<file path="config.mk">
export PLATFORM = sky130hd
export DESIGN_NAME = tactile_region_intensity_tracker
export DESIGN_NICKNAME = d
export VERILOG_FILES = /design/src/design/rit_pkg.sv /design/src/design/rit_front.sv /design/src/design/rit_queue.sv /design/src/design/rit_back.sv /design/src/design/tactile_region_intensity_tracker.sv
export VERILOG_INCLUDE_DIRS = /design/src /design/src/design
export SDC_FILE = /design/constraint.sdc
export NUM_CORES = 1
export LEC_CHECK = 0
export BUFFER_PORTS_ARGS = -buffer_cell sky130_fd_sc_hd__buf_2
export CORE_ASPECT_RATIO = 0.9
export CORE_MARGIN = 2
export CORE_UTILIZATION = 30
export CTS_CLUSTER_DIAMETER = 40
export DETAILED_ROUTE_END_ITERATION = 6
export MAX_ROUTING_LAYER = met4
export PLACE_DENSITY_LB_ADDON = 0.15
export SKIP_LAST_GASP = 1
export SLEW_MARGIN = 20
export SYNTH_ARGS = -nofsm -noshare
export SYNTH_HDL_FRONTEND = slang
export SYNTH_SLANG_ARGS = --single-unit
export TNS_END_PERCENT = 5
</file>
<file path="constraint.sdc">
create_clock -name clk -period 11.8 [get_ports clk]
set_clock_uncertainty 0.2 [all_clocks]
set_input_delay 0.59 -clock clk [delete_from_list [all_inputs] [get_ports clk]]
set_output_delay 0.59 -clock clk [all_outputs]
set_load 0.005 [all_outputs]
</file>
<file path="src/design/assert_macros.svh">
// ---------------------------------------------------------------------------
// assertion macros
// shared clocked checks, sampled on clk and held off while rst is high
// ---------------------------------------------------------------------------
`ifndef ASSERT_MACROS_SVH
`define ASSERT_MACROS_SVH

// property holds at every edge out of reset
`define ASSERT_CLK(label, prop, msg) \
  label: assert property (@(posedge clk) disable iff (rst) prop) \
    else $error(msg);

// expression never true out of reset
`define ASSERT_NEVER(label, expr, msg) \
  label: assert property (@(posedge clk) disable iff (rst) !(expr)) \
    else $error(msg);

`endif

</file>
<file path="src/design/rit_pkg.sv">
// ---------------------------------------------------------------------------
// rit_pkg
// types and constants for the tactile region intensity tracker
// ---------------------------------------------------------------------------
package rit_pkg;

  localparam int NUM_REGIONS = 14;
  localparam int SLOT_W      = 4;
  localparam int CFG_IDX_W   = 2;
  localparam int CFG_DATA_W  = 16;
  localparam int INC_W       = 9;
  localparam int PRESS_SHIFT = 15;

  localparam logic [7:0]  DECAY_STEP    = 8'd5;
  localparam logic [8:0]  BUMP_BASE     = 9'd10;
  localparam logic [7:0]  INTENSITY_MAX = 8'd255;
  localparam logic [9:0]  MIN_TAXELS    = 10'd3;
  localparam logic [11:0] PRESS_RECIP   = 12'd3277;

  // command codes
  localparam logic [1:0] CMD_DECAY   = 2'd0;
  localparam logic [1:0] CMD_CONTACT = 2'd1;
  localparam logic [1:0] CMD_READ    = 2'd2;
  localparam logic [1:0] CMD_UNUSED  = 2'd3;

  // body parts
  localparam logic [2:0] BP_NONE        = 3'd0;
  localparam logic [2:0] BP_LEFT_HAND   = 3'd1;
  localparam logic [2:0] BP_LEFT_FORE   = 3'd2;
  localparam logic [2:0] BP_LEFT_UPPER  = 3'd3;
  localparam logic [2:0] BP_RIGHT_HAND  = 3'd4;
  localparam logic [2:0] BP_RIGHT_FORE  = 3'd5;
  localparam logic [2:0] BP_RIGHT_UPPER = 3'd6;
  localparam logic [2:0] BP_TORSO       = 3'd7;

  // regions
  localparam logic [3:0] RG_NONE      = 4'd0;
  localparam logic [3:0] RG_T_UP_POS  = 4'd1;
  localparam logic [3:0] RG_T_UP_NEG  = 4'd2;
  localparam logic [3:0] RG_T_LO_POS  = 4'd3;
  localparam logic [3:0] RG_T_LO_NEG  = 4'd4;
  localparam logic [3:0] RG_RU_POS    = 4'd5;
  localparam logic [3:0] RG_RU_NEG    = 4'd6;
  localparam logic [3:0] RG_RF_NEG    = 4'd7;
  localparam logic [3:0] RG_RF_POS    = 4'd8;
  localparam logic [3:0] RG_RH        = 4'd9;
  localparam logic [3:0] RG_LU_POS    = 4'd10;
  localparam logic [3:0] RG_LU_NEG    = 4'd11;
  localparam logic [3:0] RG_LF_NEG    = 4'd12;
  localparam logic [3:0] RG_LF_POS    = 4'd13;
  localparam logic [3:0] RG_LH        = 4'd14;

  // configuration register indexes
  localparam logic [CFG_IDX_W-1:0] CFG_LEFT_EN  = 2'd0;
  localparam logic [CFG_IDX_W-1:0] CFG_RIGHT_EN = 2'd1;
  localparam logic [CFG_IDX_W-1:0] CFG_TORSO_EN = 2'd2;
  localparam logic [CFG_IDX_W-1:0] CFG_SPLIT_Y  = 2'd3;

  typedef enum logic [1:0] {
    OP_DECAY,
    OP_CONTACT,
    OP_READ,
    OP_NONE
  } op_kind_t;

  typedef struct packed {
    op_kind_t          kind;
    logic [3:0]        region;
    logic [SLOT_W-1:0] slot;
    logic              slot_valid;
    logic              bump;
    logic [INC_W-1:0]  inc;
    logic              report_en;
  } work_t;

endpackage

</file>
<file path="src/design/rit_front.sv">
// ---------------------------------------------------------------------------
// rit_front
// holds the configuration, takes input beats and classifies them into work
// ---------------------------------------------------------------------------
module rit_front (
  input  logic                            clk,
  input  logic                            rst,
  input  logic                            cfg_we,
  input  logic [rit_pkg::CFG_IDX_W-1:0]   cfg_index,
  input  logic [rit_pkg::CFG_DATA_W-1:0]  cfg_data,
  input  logic                            in_valid,
  output logic                            in_ready,
  input  logic [1:0]                      command,
  input  logic [2:0]                      body_part,
  input  logic [9:0]                      taxel_count,
  input  logic signed [15:0]              pos_x,
  input  logic signed [15:0]              pos_y,
  input  logic signed [15:0]              pos_z,
  input  logic [11:0]                     pressure,
  input  logic [3:0]                      read_region,
  output logic                            push_valid,
  input  logic                            push_ready,
  output rit_pkg::work_t                  push_data
);
  import rit_pkg::*;

  logic               left_enable;
  logic               right_enable;
  logic               torso_enable;
  logic signed [15:0] torso_split_y;

  logic [23:0]      prod;
  logic [INC_W-1:0] inc;
  logic [3:0]       region_cls;
  logic             group_en;
  logic             z_pos;
  logic             x_pos;
  logic             upper;
  work_t            w;

  always_ff @(posedge clk) begin
    if (rst) begin
      left_enable   <= 1'b1;
      right_enable  <= 1'b1;
      torso_enable  <= 1'b1;
      torso_split_y <= -16'sd328;
    end else if (cfg_we) begin
      unique case (cfg_index)
        CFG_LEFT_EN:  left_enable   <= cfg_data[0];
        CFG_RIGHT_EN: right_enable  <= cfg_data[0];
        CFG_TORSO_EN: torso_enable  <= cfg_data[0];
        CFG_SPLIT_Y:  torso_split_y <= $signed(cfg_data);
        default:      ;
      endcase
    end
  end

  // pressure / 10 by reciprocal, exact over the 12-bit range
  assign prod = {12'd0, pressure} * {12'd0, PRESS_RECIP};
  assign inc  = BUMP_BASE + prod[PRESS_SHIFT +: INC_W];

  assign z_pos = !pos_z[15];
  assign x_pos = !pos_x[15] && (pos_x != 16'sd0);
  assign upper = (pos_y >= torso_split_y);

  always_comb begin
    region_cls = RG_NONE;
    group_en   = 1'b0;
    unique case (body_part)
      BP_TORSO: begin
        region_cls = upper ? (z_pos ? RG_T_UP_POS : RG_T_UP_NEG)
                           : (z_pos ? RG_T_LO_POS : RG_T_LO_NEG);
        group_en   = torso_enable;
      end
      BP_RIGHT_UPPER: begin
        region_cls = z_pos ? RG_RU_POS : RG_RU_NEG;
        group_en   = right_enable;
      end
      BP_RIGHT_FORE: begin
        region_cls = x_pos ? RG_RF_POS : RG_RF_NEG;
        group_en   = right_enable;
      end
      BP_RIGHT_HAND: begin
        region_cls = RG_RH;
        group_en   = right_enable;
      end
      BP_LEFT_UPPER: begin
        region_cls = z_pos ? RG_LU_POS : RG_LU_NEG;
        group_en   = left_enable;
      end
      BP_LEFT_FORE: begin
        region_cls = x_pos ? RG_LF_POS : RG_LF_NEG;
        group_en   = left_enable;
      end
      BP_LEFT_HAND: begin
        region_cls = RG_LH;
        group_en   = left_enable;
      end
      BP_NONE: begin
        region_cls = RG_NONE;
        group_en   = 1'b0;
      end
      default: begin
        region_cls = RG_NONE;
        group_en   = 1'b0;
      end
    endcase
  end

  always_comb begin
    w      = '0;
    w.kind = OP_NONE;
    unique case (command)
      CMD_DECAY: w.kind = OP_DECAY;
      CMD_CONTACT: begin
        w.kind       = OP_CONTACT;
        w.region     = region_cls;
        w.slot       = region_cls - 4'd1;
        w.slot_valid = (region_cls != RG_NONE);
        w.bump       = (taxel_count > MIN_TAXELS);
        w.inc        = inc;
        w.report_en  = group_en;
      end
      CMD_READ: begin
        w.kind       = OP_READ;
        w.slot       = read_region - 4'd1;
        w.slot_valid = (read_region != 4'd0) && (read_region <= 4'(NUM_REGIONS));
      end
      CMD_UNUSED: w.kind = OP_NONE;
      default:    w.kind = OP_NONE;
    endcase
  end

  assign in_ready   = push_ready;
  assign push_valid = in_valid;
  assign push_data  = w;

endmodule

</file>
<file path="src/design/rit_queue.sv">
// ---------------------------------------------------------------------------
// rit_queue
// short first-in first-out buffer of classified work between front and back
// ---------------------------------------------------------------------------
`include "assert_macros.svh"

module rit_queue #(
  parameter int DEPTH = 2
) (
  input  logic           clk,
  input  logic           rst,
  input  logic           push_valid,
  output logic           push_ready,
  input  rit_pkg::work_t push_data,
  output logic           pop_valid,
  input  logic           pop_ready,
  output rit_pkg::work_t pop_data
);
  import rit_pkg::*;

  localparam int PTR_W = (DEPTH > 1) ? $clog2(DEPTH) : 1;
  localparam int CNT_W = $clog2(DEPTH + 1);

  work_t            entries [DEPTH];
  logic [PTR_W-1:0] wr_ptr;
  logic [PTR_W-1:0] rd_ptr;
  logic [CNT_W-1:0] count;
  logic             push;
  logic             pop;

  assign push_ready = (count != CNT_W'(DEPTH));
  assign pop_valid  = (count != '0);
  assign push       = push_valid && push_ready;
  assign pop        = pop_valid && pop_ready;
  assign pop_data   = entries[rd_ptr];

  always_ff @(posedge clk) begin
    if (push) begin
      entries[wr_ptr] <= push_data;
    end
  end

  always_ff @(posedge clk) begin
    if (rst) begin
      wr_ptr <= '0;
      rd_ptr <= '0;
      count  <= '0;
    end else begin
      if (push) begin
        wr_ptr <= (wr_ptr == PTR_W'(DEPTH - 1)) ? '0 : wr_ptr + 1'b1;
      end
      if (pop) begin
        rd_ptr <= (rd_ptr == PTR_W'(DEPTH - 1)) ? '0 : rd_ptr + 1'b1;
      end
      if (push && !pop) begin
        count <= count + 1'b1;
      end else if (pop && !push) begin
        count <= count - 1'b1;
      end
    end
  end

  `ASSERT_NEVER(a_count_bound, count > CNT_W'(DEPTH), "queue fill beyond depth")
  `ASSERT_CLK(a_count_up, push && !pop |=> count == CNT_W'($past(count) + 1'b1), "fill lost")

endmodule

</file>
<file path="src/design/rit_back.sv">
// ---------------------------------------------------------------------------
// rit_back
// carries out queued work on the region intensities and registers the result
// ---------------------------------------------------------------------------
`include "assert_macros.svh"

module rit_back (
  input  logic           clk,
  input  logic           rst,
  input  logic           pop_valid,
  output logic           pop_ready,
  input  rit_pkg::work_t pop_data,
  output logic           out_valid,
  input  logic           out_ready,
  output logic [3:0]     region,
  output logic           report,
  output logic [7:0]     intensity
);
  import rit_pkg::*;

  logic [7:0] level [NUM_REGIONS];
  logic [7:0] cur;
  logic [9:0] sum;
  logic [7:0] bumped;
  logic       pop;
  logic [3:0] res_region;
  logic       res_report;
  logic [7:0] res_intensity;

  assign pop_ready = !out_valid || out_ready;
  assign pop       = pop_valid && pop_ready;

  assign cur    = pop_data.slot_valid ? level[pop_data.slot] : 8'd0;
  assign sum    = {2'b00, cur} + {1'b0, pop_data.inc};
  assign bumped = (sum > {2'b00, INTENSITY_MAX}) ? INTENSITY_MAX : sum[7:0];

  always_comb begin
    res_region    = RG_NONE;
    res_report    = 1'b0;
    res_intensity = 8'd0;
    unique case (pop_data.kind)
      OP_CONTACT: begin
        res_region = pop_data.region;
        if (pop_data.slot_valid) begin
          if (pop_data.bump) begin
            res_intensity = bumped;
            res_report    = pop_data.report_en;
          end else begin
            res_intensity = cur;
          end
        end
      end
      OP_READ:  res_intensity = cur;
      OP_DECAY: res_intensity = 8'd0;
      OP_NONE:  res_intensity = 8'd0;
      default:  res_intensity = 8'd0;
    endcase
  end

  always_ff @(posedge clk) begin
    if (rst) begin
      out_valid <= 1'b0;
      for (int i = 0; i < NUM_REGIONS; i++) begin
        level[i] <= 8'd0;
      end
    end else begin
      if (pop) begin
        out_valid <= 1'b1;
      end else if (out_ready) begin
        out_valid <= 1'b0;
      end
      if (pop && pop_data.kind == OP_DECAY) begin
        for (int i = 0; i < NUM_REGIONS; i++) begin
          level[i] <= (level[i] > DECAY_STEP) ? level[i] - DECAY_STEP : 8'd0;
        end
      end else if (pop && pop_data.kind == OP_CONTACT && pop_data.slot_valid
                   && pop_data.bump) begin
        level[pop_data.slot] <= bumped;
      end
    end
  end

  always_ff @(posedge clk) begin
    if (pop) begin
      region    <= res_region;
      report    <= res_report;
      intensity <= res_intensity;
    end
  end

  `ASSERT_NEVER(a_no_pop_on_stall, out_valid && !out_ready && pop, "beat overwritten")
  `ASSERT_CLK(a_report_region, out_valid && report |-> region != RG_NONE, "report without region")
  `ASSERT_CLK(a_decay_down, pop && pop_data.kind == OP_DECAY |=> level[0] <= $past(level[0]), "decay rose")

endmodule

</file>
<file path="src/design/tactile_region_intensity_tracker.sv">
// ---------------------------------------------------------------------------
// tactile_region_intensity_tracker
// classifies skin contacts into 14 regions and tracks a decaying intensity
// ---------------------------------------------------------------------------
//  channel | handshake          | payload
//  --------+--------------------+--------------------------------------------
//  in      | in_valid/in_ready  | command body_part taxel_count pos_x pos_y
//          |                    | pos_z pressure read_region
//  out     | out_valid/out_ready| region report intensity
//  cfg     | cfg_we             | cfg_index cfg_data
//
//  one beat per cycle sustained while out_ready is high; an input beat passes
//  through the work queue register and then the result register
//  rst empties the queue, drops the result valid, clears the intensities
//  and loads the config reset values
//  a stalled output fills the queue, then in_ready drops
// ---------------------------------------------------------------------------
module tactile_region_intensity_tracker #(
  parameter int QUEUE_DEPTH = 2
) (
  input  logic                            clk,
  input  logic                            rst,
  input  logic                            cfg_we,
  input  logic [rit_pkg::CFG_IDX_W-1:0]   cfg_index,
  input  logic [rit_pkg::CFG_DATA_W-1:0]  cfg_data,
  input  logic                            in_valid,
  output logic                            in_ready,
  input  logic [1:0]                      command,
  input  logic [2:0]                      body_part,
  input  logic [9:0]                      taxel_count,
  input  logic signed [15:0]              pos_x,
  input  logic signed [15:0]              pos_y,
  input  logic signed [15:0]              pos_z,
  input  logic [11:0]                     pressure,
  input  logic [3:0]                      read_region,
  output logic                            out_valid,
  input  logic                            out_ready,
  output logic [3:0]                      region,
  output logic                            report,
  output logic [7:0]                      intensity
);
  import rit_pkg::*;

  logic  push_valid;
  logic  push_ready;
  work_t push_data;
  logic  pop_valid;
  logic  pop_ready;
  work_t pop_data;

  rit_front u_front (
    .clk         (clk),
    .rst         (rst),
    .cfg_we      (cfg_we),
    .cfg_index   (cfg_index),
    .cfg_data    (cfg_data),
    .in_valid    (in_valid),
    .in_ready    (in_ready),
    .command     (command),
    .body_part   (body_part),
    .taxel_count (taxel_count),
    .pos_x       (pos_x),
    .pos_y       (pos_y),
    .pos_z       (pos_z),
    .pressure    (pressure),
    .read_region (read_region),
    .push_valid  (push_valid),
    .push_ready  (push_ready),
    .push_data   (push_data)
  );

  rit_queue #(
    .DEPTH (QUEUE_DEPTH)
  ) u_queue (
    .clk        (clk),
    .rst        (rst),
    .push_valid (push_valid),
    .push_ready (push_ready),
    .push_data  (push_data),
    .pop_valid  (pop_valid),
    .pop_ready  (pop_ready),
    .pop_data   (pop_data)
  );

  rit_back u_back (
    .clk       (clk),
    .rst       (rst),
    .pop_valid (pop_valid),
    .pop_ready (pop_ready),
    .pop_data  (pop_data),
    .out_valid (out_valid),
    .out_ready (out_ready),
    .region    (region),
    .report    (report),
    .intensity (intensity)
  );

endmodule

</file>
==> impl_metrics.py <==
metrics = {
    "placed_design": {
        "port_buffers": 99,
        "placed_cells": 2201,
        "post-dp-hpwl_um": 30000,
        "gp_congestion": 0.830,
        "postPlaceCellArea_um2": 16700,
    },
    "yosys": {
        "netlist_instances": 1442,
        "yosysUniqueCellTypes": 67,
        "netlist_area_um2": 15400,
        "yosys_register_bits": 210,
        "syn_area_per_cell_um2": 10.7,
        "syn_nets": 1728,
        "ys_async_sr_fraction_pct": 0,
        "synthFlopType": "edfxtp_1",
        "synth-seq-area-share_pct": 39.4,
        "yosys_warnings": 0,
        "synth_edf_count": 185,
    },
    "worst_setup_path": {
        "worstPathArrival_ns": 6.06,
        "critPathCaptureType": "flip-flop",
        "worstPathMaxFanout": 29,
        "criticalPathCategory": "reg -> reg",
        "crit_required_ns": 11.79,
        "critical_path.startpoint_type": "flip-flop",
    },
    "cts": {
        "postCtsSetupBuffers": 0,
        "cts_root_buf": "clkbuf_16",
        "path_clk_slew_ns": 0.05,
        "htreeDepth": 2,
        "clock_sinks": 210,
        "clockBufferDepth": 3,
        "clk_latency_ns": 0.52,
        "cts_tree": "built",
        "cts_hold_buf": 0,
        "numCtsBuffers": 35,
        "cts_resized": 0,
    },
    "layout": {
        "drive_gt1_share_pct": 16.1,
        "final_common_cell": "edfxtp_1",
        "final_cells": 2263,
        "area_growth_pct": 16.4,
        "n_antenna_cell": 0,
        "fillers": 5122,
        "seqCellArea_um2": 6060,
        "multi_input_area_um2": 8590,
        "final_cell_mix": "edfxtp_1 (185), inv_1 (158), ha_1 (146), buf_2 (99)",
        "final_cell_area_um2": 17900,
        "fin_nets": 1844,
    },
    "die": {
        "dieArea_um2": 53000,
        "rows": 78,
        "start_util_pct": 30.5,
        "die_w_um": 243,
        "coreArea_um2": 50500,
        "top_level_ports": 117,
        "die_height_um": 219,
    },
    "power_and_ir_drop": {
        "p_leak_nw": 7.44,
        "ir_drop_mv": 0.249,
        "clock_power_share_pct": 22.8,
        "pwr-share-seq_pct": 26.2,
        "power.total_mw": 4.61,
        "p_per_area_nw_per_um2": 258,
        "power.internal_mw": 2.60,
        "p_comb_share_pct": 51.0,
        "p_sw_share_pct": 43.6,
        "switchingPower_mw": 2.01,
    },
    "routing": {
        "dr.pass1.iters": 5,
        "wl_per_cell_um": 18.3,
        "drt_wl_total_um": 41400,
        "antenna_left": 0,
        "vias": 11478,
        "dr.first_iter.drc_count": 723,
        "via_per_inst": 5.07,
        "drc": 0,
    },
    "global_routing": {
        "grt_max_degree": 33,
        "grt.overflow.total": 0,
        "antenna_found_initial": 0,
        "first_global_vias": 11239,
        "grt_pass1_wl_um": 64900,
        "grt_util_all_layers_pct": 16.1,
    },
    "sta": {
        "hold_viol_final": 0,
        "worst_pin_slew_ns": 1.04,
        "setup_tns_ns": 0,
        "timing.hold.ws_ns": 0.0798,
        "period_share_pct": 51.4,
        "relSlewSlack_pct": 29.8,
        "max_freq_ghz": 0.165,
        "rsz0062_at_grt": "false",
        "drv_slew": 0,
        "fin_crit_ns": 6.07,
        "setup_viol": 0,
    },
    "job": {
        "maxCapViolCount": 0,
    },
    "min_path": {
        "hp-class": "in -> reg",
    },
    "outcome": {
        "outcome": "complete, no violations",
    },
}
## synth_stat cells, drive strengths merged (19+ instances only)
cell type  instances  area [um2]
a21oi             33         165
clkbuf            19        71.3
dfxtp             25         500
edfxtp           185        5560
fa                38         761
ha               146        1830
inv              158         593
mux2i             25         250
mux4              32         721
nand2            101         409
nor2              91         342
nor2b             42         263
nor4              25         163
o21ai             74         370
o22ai             90         563
or3               36         230
xnor2             52         455
xor2              50         438
## metrics by stage
step	setup WS (ns)	utilization [%]
global route	5.31	35.4
detailed placement	5.42	33.1
CTS	5.64	35.4
floorplan	6.06	-
finish	5.73	35.4
global placement	5.50	33.1
## final cells by class
| class | instances | area share, % |
|---|---|---|
| Clock inverter | 24 | 1.69 |
| Inverter | 158 | 3.32 |
| Timing Repair Buffer | 114 | 3.40 |
| Clock buffer | 38 | 4.96 |
| Sequential cell | 210 | 33.9 |
| Multi-Input combinational cell | 1039 | 48.0 |
| Tap cell | 680 | 4.76 |
## state kept, by name, summed over array words and instances, names as in the netlist, 2 cells and up, named ones only
| name | flops |
|---|---|
| u_back.region | 4 |
| u_back.level | 128 |
| u_queue.count | 2 |
| u_front.torso_split_y | 16 |
| u_back.intensity | 8 |
| u_queue.entries | 44 |
## kinds of logic after synthesis
logic type               share of synthesized area (%)
AND/OR/NAND/NOR                                   13.8
AO/OA/AOI/OAI                                     11.8
flip-flops                                        39.4
buffers and inverters                             4.86
adder cells (fa/ha/maj)                           16.8
XOR/XNOR                                          5.81
multiplexers                                      7.49
## metal layers
metal  up-vias  routed length [um]  track usage (%)
met2       244               18600             24.7
li1       5541                   -                -
met3        50                1860             2.04
met4         0                 688             3.85
met1      5643               20200             22.6
met5         -                   0                -
## power groups by stage
stage          registers, mW  logic, mW  clock network [mW]
6_report                1.21       2.35                1.05
5_1_grt                 1.22       2.61                1.11
4_1_cts                 1.21       2.39                1.08
3_5_place_dp            1.22       2.37                   0
3_3_place_gp            1.22       2.36                   0
2_1_floorplan           1.16       1.58                   0
## critical path, stage by stage (launching register included)
cell and delay (ns):
dfxtp_1 0.31, buf_4 0.37, mux2_2 0.80, mux4_2 0.64, o211ai_1 0.22, nand3_1 0.20, inv_1 0.10, ha_1 0.18
inv_1 0.06, fa_1 0.43, nor2b_1 0.14, o21ai_1 0.08, a21boi_1 0.24, o21ai_0 0.14, a211oi_1 0.31, a211oi_2 0.17
nor3b_2 0.63, buf_4 0.38, o22ai_1 0.14
## worst paths after layout
| check | from | endpoint | slack, ns | depth (start not counted) |
|---|---|---|---|---|
| min | cfg_data[5] | u_front.torso_split_y[5]$_SDFFE_PP1P_ | 0.08 | 2 |
| max reg2reg | flip-flop | u_back.level[5][1]$_DFFE_PP_ | 5.73 | 18 |
| max | flip-flop | u_back.level[5][1]$_DFFE_PP_ | 5.73 | 18 |
| min reg2reg | u_front.torso_split_y[1]$_SDFFE_PP0P_ | u_front.torso_split_y[1]$_SDFFE_PP0P_ | 0.26 | 2 |
(Power assumes the default switching activity.)
